## src/rtl/lpsr_pkg.sv

```systemverilog
// ----------------------------------------------------------------------------
// lpsr_pkg
// Shared types and codes for the link profile selector with revert.
// ----------------------------------------------------------------------------
package lpsr_pkg;

  // Field widths
  localparam int ProfW   = 2;
  localparam int IndexW  = 8;
  localparam int SecsW   = 16;
  localparam int TimeW   = 48;
  localparam int DlineW  = TimeW + 1;
  localparam int CountW  = 32;
  localparam int ActionW = 3;

  // Milliseconds per second for the deadline
  localparam logic [9:0] MS_PER_SEC = 10'd1000;

  // Request kinds
  localparam logic [1:0] REQ_SET_TX = 2'd0;
  localparam logic [1:0] REQ_SET_RX = 2'd1;
  localparam logic [1:0] REQ_FRAME  = 2'd2;
  localparam logic [1:0] REQ_TICK   = 2'd3;

  // Result actions
  localparam logic [ActionW-1:0] ACT_NOP        = 3'd0;
  localparam logic [ActionW-1:0] ACT_APPLY_TX   = 3'd1;
  localparam logic [ActionW-1:0] ACT_APPLY_RX   = 3'd2;
  localparam logic [ActionW-1:0] ACT_CONFIRM_RX = 3'd3;
  localparam logic [ActionW-1:0] ACT_REVERT     = 3'd4;
  localparam logic [ActionW-1:0] ACT_INVALID    = 3'd5;

  // Registered request, deadline already formed
  typedef struct packed {
    logic [1:0]        req_type;
    logic [IndexW-1:0] profile_index;
    logic              secs_nonzero;
    logic [TimeW-1:0]  now_ms;
    logic [DlineW-1:0] deadline;
  } lpsr_item_t;

  // One result
  typedef struct packed {
    logic [ActionW-1:0] action;
    logic [ProfW-1:0]   tx_profile;
    logic [ProfW-1:0]   rx_profile;
    logic [ProfW-1:0]   pending_profile;
    logic               pending;
    logic [CountW-1:0]  revert_count;
  } lpsr_result_t;

endpackage

```

## src/rtl/lpsr_in_stage.sv

```systemverilog
// ----------------------------------------------------------------------------
// lpsr_in_stage
// Input register: captures a request and forms its revert deadline.
// ----------------------------------------------------------------------------
module lpsr_in_stage (
  input  logic                            clk,
  input  logic                            rst,
  input  logic                            take,
  input  logic                            drain,
  input  logic [1:0]                      req_type,
  input  logic [lpsr_pkg::IndexW-1:0]     profile_index,
  input  logic [lpsr_pkg::SecsW-1:0]      revert_seconds,
  input  logic [lpsr_pkg::TimeW-1:0]      now_ms,
  output lpsr_pkg::lpsr_item_t            item,
  output logic                            item_valid
);
  import lpsr_pkg::*;

  logic [SecsW+9:0]  span_ms;
  logic [DlineW-1:0] deadline;

  // now + seconds * 1000, fits in 49 bits
  assign span_ms  = revert_seconds * MS_PER_SEC;
  assign deadline = {1'b0, now_ms} + DlineW'(span_ms);

  // Valid flag
  always_ff @(posedge clk) begin
    if (rst) begin
      item_valid <= 1'b0;
    end else if (take) begin
      item_valid <= 1'b1;
    end else if (drain) begin
      item_valid <= 1'b0;
    end
  end

  // Payload
  always_ff @(posedge clk) begin
    if (take) begin
      item.req_type      <= req_type;
      item.profile_index <= profile_index;
      item.secs_nonzero  <= (revert_seconds != '0);
      item.now_ms        <= now_ms;
      item.deadline      <= deadline;
    end
  end

endmodule

```

## src/rtl/lpsr_policy.sv

```systemverilog
// ----------------------------------------------------------------------------
// lpsr_policy
// Profile state and the per-request decision.
// ----------------------------------------------------------------------------
module lpsr_policy #(
  parameter int PROFILE_COUNT = 4
) (
  input  logic                          clk,
  input  logic                          rst,
  input  logic                          fire,
  input  lpsr_pkg::lpsr_item_t          item,
  input  logic                          boot_wr_en,
  input  logic [lpsr_pkg::ProfW-1:0]    boot_wr_data,
  output lpsr_pkg::lpsr_result_t        result
);
  import lpsr_pkg::*;

  localparam logic [IndexW:0] CountLim = (IndexW + 1)'(PROFILE_COUNT);

  logic [ProfW-1:0]  boot_profile;
  logic [ProfW-1:0]  tx_profile, tx_profile_next;
  logic [ProfW-1:0]  rx_profile, rx_profile_next;
  logic [ProfW-1:0]  pending_profile, pending_profile_next;
  logic              pending, pending_next;
  logic              armed, armed_next;
  logic [DlineW-1:0] deadline, deadline_next;
  logic [CountW-1:0] revert_count, revert_count_next;
  logic [ActionW-1:0] action;
  logic              idx_ok;
  logic [ProfW-1:0]  idx_prof;

  assign idx_ok   = ({1'b0, item.profile_index} < CountLim);
  assign idx_prof = item.profile_index[ProfW-1:0];

  // Decision
  always_comb begin
    tx_profile_next      = tx_profile;
    rx_profile_next      = rx_profile;
    pending_profile_next = pending_profile;
    pending_next         = pending;
    armed_next           = armed;
    deadline_next        = deadline;
    revert_count_next    = revert_count;
    action               = ACT_NOP;
    case (item.req_type)
      REQ_SET_TX: begin
        if (!idx_ok) begin
          action = ACT_INVALID;
        end else begin
          tx_profile_next = idx_prof;
          action          = ACT_APPLY_TX;
        end
      end
      REQ_SET_RX: begin
        if (!idx_ok) begin
          action = ACT_INVALID;
        end else if (idx_prof == rx_profile && !pending) begin
          action = ACT_NOP;
        end else begin
          pending_profile_next = idx_prof;
          pending_next         = 1'b1;
          armed_next           = item.secs_nonzero;
          deadline_next        = item.secs_nonzero ? item.deadline : '0;
          action               = ACT_APPLY_RX;
        end
      end
      REQ_FRAME: begin
        if (pending) begin
          rx_profile_next = pending_profile;
          pending_next    = 1'b0;
          armed_next      = 1'b0;
          deadline_next   = '0;
          action          = ACT_CONFIRM_RX;
        end
      end
      REQ_TICK: begin
        if (pending && armed && ({1'b0, item.now_ms} >= deadline)) begin
          rx_profile_next   = boot_profile;
          pending_next      = 1'b0;
          armed_next        = 1'b0;
          deadline_next     = '0;
          revert_count_next = revert_count + 1'b1;
          action            = ACT_REVERT;
        end
      end
      default: begin
        action = ACT_NOP;
      end
    endcase
  end

  assign result.action          = action;
  assign result.tx_profile      = tx_profile_next;
  assign result.rx_profile      = rx_profile_next;
  assign result.pending_profile = pending_profile_next;
  assign result.pending         = pending_next;
  assign result.revert_count    = revert_count_next;

  // Boot profile register
  always_ff @(posedge clk) begin
    if (rst) begin
      boot_profile <= '0;
    end else if (boot_wr_en) begin
      boot_profile <= boot_wr_data;
    end
  end

  // State update on each processed request
  always_ff @(posedge clk) begin
    if (rst) begin
      tx_profile      <= '0;
      rx_profile      <= '0;
      pending_profile <= '0;
      pending         <= 1'b0;
      armed           <= 1'b0;
      deadline        <= '0;
      revert_count    <= '0;
    end else if (fire) begin
      tx_profile      <= tx_profile_next;
      rx_profile      <= rx_profile_next;
      pending_profile <= pending_profile_next;
      pending         <= pending_next;
      armed           <= armed_next;
      deadline        <= deadline_next;
      revert_count    <= revert_count_next;
    end
  end

endmodule

```

## src/rtl/lpsr_out_stage.sv

```systemverilog
// ----------------------------------------------------------------------------
// lpsr_out_stage
// Result register toward the master side.
// ----------------------------------------------------------------------------
module lpsr_out_stage (
  input  logic                      clk,
  input  logic                      rst,
  input  logic                      load,
  input  logic                      advance,
  input  lpsr_pkg::lpsr_result_t    result,
  output lpsr_pkg::lpsr_result_t    held,
  output logic                      held_valid
);
  import lpsr_pkg::*;

  // Valid flag: refilled or emptied whenever the slot moves
  always_ff @(posedge clk) begin
    if (rst) begin
      held_valid <= 1'b0;
    end else if (advance) begin
      held_valid <= load;
    end
  end

  // Payload
  always_ff @(posedge clk) begin
    if (load) begin
      held <= result;
    end
  end

endmodule

```

## src/rtl/link_profile_select_revert_core.sv

```systemverilog
// ----------------------------------------------------------------------------
// link_profile_select_revert_core
// Radio link profile selector with automatic revert of the receive side.
// ----------------------------------------------------------------------------
// One request per clock is taken, sustained, while the result side accepts, and
// each request gives exactly one result. The request is registered with
// its revert deadline (now + seconds * 1000) already formed; the policy stage
// then checks the index, compares the deadline and updates the profile state in
// one pass, and the result is held in an output register, so a stalled
// result stops new requests only once the input register is full too. Write
// boot_profile only while no request is in flight; it affects later reverts.
// ----------------------------------------------------------------------------
module link_profile_select_revert_core #(
  parameter int PROFILE_COUNT = 4
) (
  input  logic        clk,
  input  logic        rst,
  // Request channel
  input  logic        s_tvalid,
  output logic        s_tready,
  input  logic [71:0] s_tdata,   // profile_index[7:0], revert_seconds[23:8], now_ms[71:24]
  input  logic [1:0]  s_tuser,   // req_type[1:0]
  // Result channel
  output logic        m_tvalid,
  input  logic        m_tready,
  output logic [39:0] m_tdata,   // tx_profile_out[1:0], rx_profile_out[3:2],
                                 // pending_profile_out[5:4], pending_out[6],
                                 // revert_count_out[38:7], zero[39]
  output logic [2:0]  m_tuser,   // action[2:0]
  // Configuration
  input  logic        boot_profile_wr_en,
  input  logic [1:0]  boot_profile_wr_data
);
  import lpsr_pkg::*;

  lpsr_item_t   item;
  logic         item_valid;
  lpsr_result_t result;
  lpsr_result_t held;
  logic         held_valid;
  logic         advance;
  logic         fire;
  logic         take;

  // Flow control
  assign advance  = !held_valid || m_tready;
  assign fire     = item_valid && advance;
  assign s_tready = !item_valid || advance;
  assign take     = s_tvalid && s_tready;

  lpsr_in_stage u_in (
    .clk            (clk),
    .rst            (rst),
    .take           (take),
    .drain          (fire),
    .req_type       (s_tuser),
    .profile_index  (s_tdata[7:0]),
    .revert_seconds (s_tdata[23:8]),
    .now_ms         (s_tdata[71:24]),
    .item           (item),
    .item_valid     (item_valid)
  );

  lpsr_policy #(
    .PROFILE_COUNT (PROFILE_COUNT)
  ) u_policy (
    .clk          (clk),
    .rst          (rst),
    .fire         (fire),
    .item         (item),
    .boot_wr_en   (boot_profile_wr_en),
    .boot_wr_data (boot_profile_wr_data),
    .result       (result)
  );

  lpsr_out_stage u_out (
    .clk        (clk),
    .rst        (rst),
    .load       (fire),
    .advance    (advance),
    .result     (result),
    .held       (held),
    .held_valid (held_valid)
  );

  // Result packing
  assign m_tvalid = held_valid;
  assign m_tuser  = held.action;
  assign m_tdata  = {1'b0, held.revert_count, held.pending, held.pending_profile,
                     held.rx_profile, held.tx_profile};

endmodule

```

## config.mk

```make
export PLATFORM = sky130hd
export DESIGN_NAME = link_profile_select_revert_core
export DESIGN_NICKNAME = d
export VERILOG_FILES = /design/src/rtl/lpsr_pkg.sv /design/src/rtl/lpsr_in_stage.sv /design/src/rtl/lpsr_policy.sv /design/src/rtl/lpsr_out_stage.sv /design/src/rtl/link_profile_select_revert_core.sv
export SDC_FILE = /design/constraint.sdc
export NUM_CORES = 1
export LEC_CHECK = 0
export ABC_AREA = 1
export BUFFER_PORTS_ARGS = -buffer_cell sky130_fd_sc_hd__clkbuf_2
export CORE_UTILIZATION = 61
export DETAILED_ROUTE_END_ITERATION = 6
export HOLD_SLACK_MARGIN = 0.02
export PLACE_DENSITY = 0.81
export SLEW_MARGIN = 20
export SYNTH_ARGS = -nofsm -noshare
export SYNTH_HDL_FRONTEND = slang
export SYNTH_SLANG_ARGS = --single-unit
```

## constraint.sdc

```tcl
create_clock -name clk -period 8.1 [get_ports clk]
set_input_delay 0.405 -clock clk [delete_from_list [all_inputs] [get_ports clk]]
set_output_delay 0.405 -clock clk [all_outputs]
set_load 0.02 [all_outputs]
```

==> summary.txt <==
Timing
  – Worst Max-Slew Pin Slew: 1000 ps
  – Clk_skew: approximately 24 ps
  – Max frequency: 165 MHz
  – Crit path time final: between 6000 and 7000 ps
  – RSZ-0062 raised after global routing: false
  – Finish-stage setup viols: 0
  – TNS Setup: 0 ps
  – Final Hold Vio Count: 0
  – Max-slew headroom: between 30% and 40%
  – Final max-slew violation count: 0
  – Final Cycle Share: 74.7%

Floorplan
  – Ports: 126
  – Core area: between 20,000 and 30,000 um^2
  – Die ar.: approximately 27,000 um^2
  – Die X: between 150 and 200 um
  – Die Y: ~160 um
  – Initial Util: between 60% and 70%
  – Standard-cell rows: between 50 and 60

Worst hold path
  – Worst min-delay path class: in2reg

Yosys
  – Top cells by area, synth: edfxtp_1 (28%), dfxtp_1 (12%), nand2_1 (11%), ha_1 (10%), inv_1 (7.2%)
  – Number of synthesized flops with an enable pin: around 150
  – Synthesized Nets: 2,156
  – Synth Area per Inst: between 8 and 9 um^2
  – Mux share of post-synthesis cell area: 0%
  – Post-synthesis adder-cell area fraction: between 10% and 20%
  – YS warnings: 0
  – Synth Flop Type: edfxtp_1
  – Area share of the largest cell type after synthesis: approximately 28%
  – Cell count after synthesis: approximately 1,900
  – Synth Area in Compound Gates: under 10%
  – Synth area leader: edfxtp_1
  – Register area share after synthesis: between 30% and 40%
  – XOR/XNOR Fraction of Synth Area: approximately 3.7%
  – Seq cells post-synth: between 200 and 250
  – Async S/R FF share, synth: 0%
  – Synth cell types: 50
  – Mapped Area: roughly 16,000 um^2
  – Largest family of logic cells by synthesized area: simple AND/OR/NAND/NOR gates
  – Post-Synth Simple-Gate Area: 20.5%

Global route
  – Total Routing Usage GR: 27.4%
  – GR Overflow Total: 0
  – First-pass GRT wire length: 58,300 um
  – Vias in the first global route: around 12,000
  – Largest net degree at the start of global routing: slightly below 80
  – Initial antenna violation count: 0

Place
  – Final Wtd Congestion: 0.921
  – I/O Buffers: between 100 and 150
  – Dpl hpwl: ~26,000 um

Drt
  – Starting DRC count in detailed routing: 968
  – Vias per cell: around 5.4
  – Routed WL: approximately 35,000 um
  – Drt drc: 0
  – Total number of vias: between 10,000 and 15,000
  – Antenna viol nets, final: 0
  – Drt pass-1 iters: 6
  – Routed len/inst: 15.0 um

Worst setup path
  – Worst EP required: around 8400 ps
  – Crit path to: u_in.item[46]
  – R2R Path Start: u_in.item[85]
  – Max FO, Critical Path: 5
  – Flop2flop setup slack: 4530 ps
  – Worst Path Arrival: 6330 ps
  – Critical path origin: s_tdata[14]
  – Setup crit start kind: input port
  – Worst path most repeated cell: nand2_1
  – Critical path class: in2reg
  – Critical-path top delay cell: fa_1
  – Reg2reg end: u_policy.deadline[26]
  – Largest stage delay on the critical path: approximately 540 ps
  – Setup crit end kind: flop
  – R2R depth: 13

Layout
  – Most frequent cells in the layout: nand2_1 (462), inv_1 (303), nor2_1 (147), edfxtp_1 (147), a21oi_1 (136)
  – Most common cell after layout, fill and taps aside: nand2_1
  – Share of layout cells above drive strength 1: between 10% and 20%
  – Total of fill cells in the finished design: approximately 2,000
  – Layout net count: ~2,300
  – Diode count: 0
  – Layout Area Growth over Synthesis: 10.6%

Power
  – VDD IR-drop max: between 300 and 400 uV
  – LEAKAGE: 7.86 nW
  – Pwr Density: 341 nW/um^2
  – Tot Pwr: ~6 mW

Clock tree
  – Worst skew pair latency: 540 ps
  – CTS tree: done
  – H-tree Lvls: 1
  – CTS Buf Count: 25
  – Clock sinks: 240
  – Root buf cell: clkbuf_16
  – Clk slew on worst S/H paths: around 60 ps
  – Clock buffer depth: 3
  – Post CTS Setup Buffer Count: 0

Run status
  – Status: completed

Flow run
  – Max cap viols: 0
critical path, delay by kind of cell:
family	cells	cell delay (ps)
adders and majority gates	6	2670
and+or+nand+nor	15	1980
AOI/OAI and AO/OA	4	670
buffers and inverters	4	450
xor gates and xnor gates	1	140
routing by layer:
layer | vias to the layer above | routed length (um) | global-route usage (%)
met5 | - | 0 | 0
met3 | 75 | 1960 | 3.28
met2 | 363 | 17400 | 48.4
met4 | 0 | 1020 | 8.11
met1 | 5899 | 14900 | 35.2
li1 | 6312 | - | -
registers in the layout, summed over array words and instances (netlist names):
| signal | cells |
|---|---|
| u_policy.deadline | 49 |
| u_policy.boot_profile | 2 |
| u_in.item | 105 |
| u_out.held_valid | 1 |
| u_policy.armed | 1 |
| u_in.item_valid | 1 |
| u_policy.rx_profile | 2 |
| u_out.held | 42 |
| u_policy.pending_profile | 2 |
| u_policy.pending | 1 |
| u_policy.tx_profile | 2 |
| u_policy.revert_count | 32 |
metrics by stage:
step / hold slack (ps) / std cells / worst slack (ps) / area (um^2) / utilization, %
2_1_floorplan: 444 / 1888 / 2380 / 15800 / -
5_1_grt: 21.6 / 2350 / 1520 / 17500 / 69.1
3_5_place_dp: 457 / 2303 / 1630 / 16600 / 65.8
4_1_cts: 21.0 / 2349 / 2140 / 17400 / 69.1
6_report: 36.0 / 2350 / 2050 / 17500 / 69.1
3_3_place_gp: 452 / 2303 / 1760 / 16600 / 65.8
repair_timing:
item / CTS / global route
hold buffers: 0 / 1
endpoints found under the hold margin: 0 / 1
resized for setup: 0 / 0
cell usage after synthesis, types with 8 or more instances:
cell type	n
nand2_1	462
inv_1	304
edfxtp_1	147
nor2_1	147
a21oi_1	136
ha_1	132
dfxtp_1	93
o21ai_0	68
nand3_1	67
fa_1	55
xor2_1	48
clkbuf_1	25
nor3_1	23
xnor2_1	17
nand2_2	15
nand4_1	15
nor4_1	11
inv_2	10
o21bai_1	10
o21ai_1	9
o21bai_2	9
a31oi_1	8
power by group:
part	switching, mW	internal (mW)	leakage, nW
combinational	2.05	1.15	5.28
sequential	0.0482	1.57	2.18
clock	0.483	0.657	0.399
total	2.58	3.37	7.86
worst min path at each step:
stage | cells past startpoint | endpoint | from | slack (ps)
CTS | 1 | u_in.item[102] | s_tdata[4] | 20
global route | 1 | u_in.item[1] | s_tdata[25] | 20
floorplan | 2 | u_policy.deadline[38] | u_policy.deadline[38] | 440
global placement | 2 | u_policy.deadline[46] | u_policy.deadline[46] | 450
detailed placement | 2 | u_policy.deadline[42] | u_policy.deadline[42] | 460
finish | 1 | u_in.item[1] | s_tdata[25] | 40
layout make-up:
type                            instances  area [um^2]  area share, %
Inverter                              318         1200           6.85
Clock inverter                         15          154          0.882
Multi-Input combinational cell       1285         8080           46.3
Clock buffer                           31          668           3.83
Tap cell                              330          413           2.37
Sequential cell                       240         6280           35.9
Timing Repair Buffer                  131          676           3.87
kinds of logic after synthesis:
| family | after synthesis |
|---|---|
| AOI/OAI and AO/OA | 266 |
| buffers and inverters | 363 |
| DFF | 240 |
| other | 1 |
| and+or+nand+nor | 765 |
| adders and majority gates | 187 |
| xor gates and xnor gates | 66 |
Power figures use the tool's default switching activity.
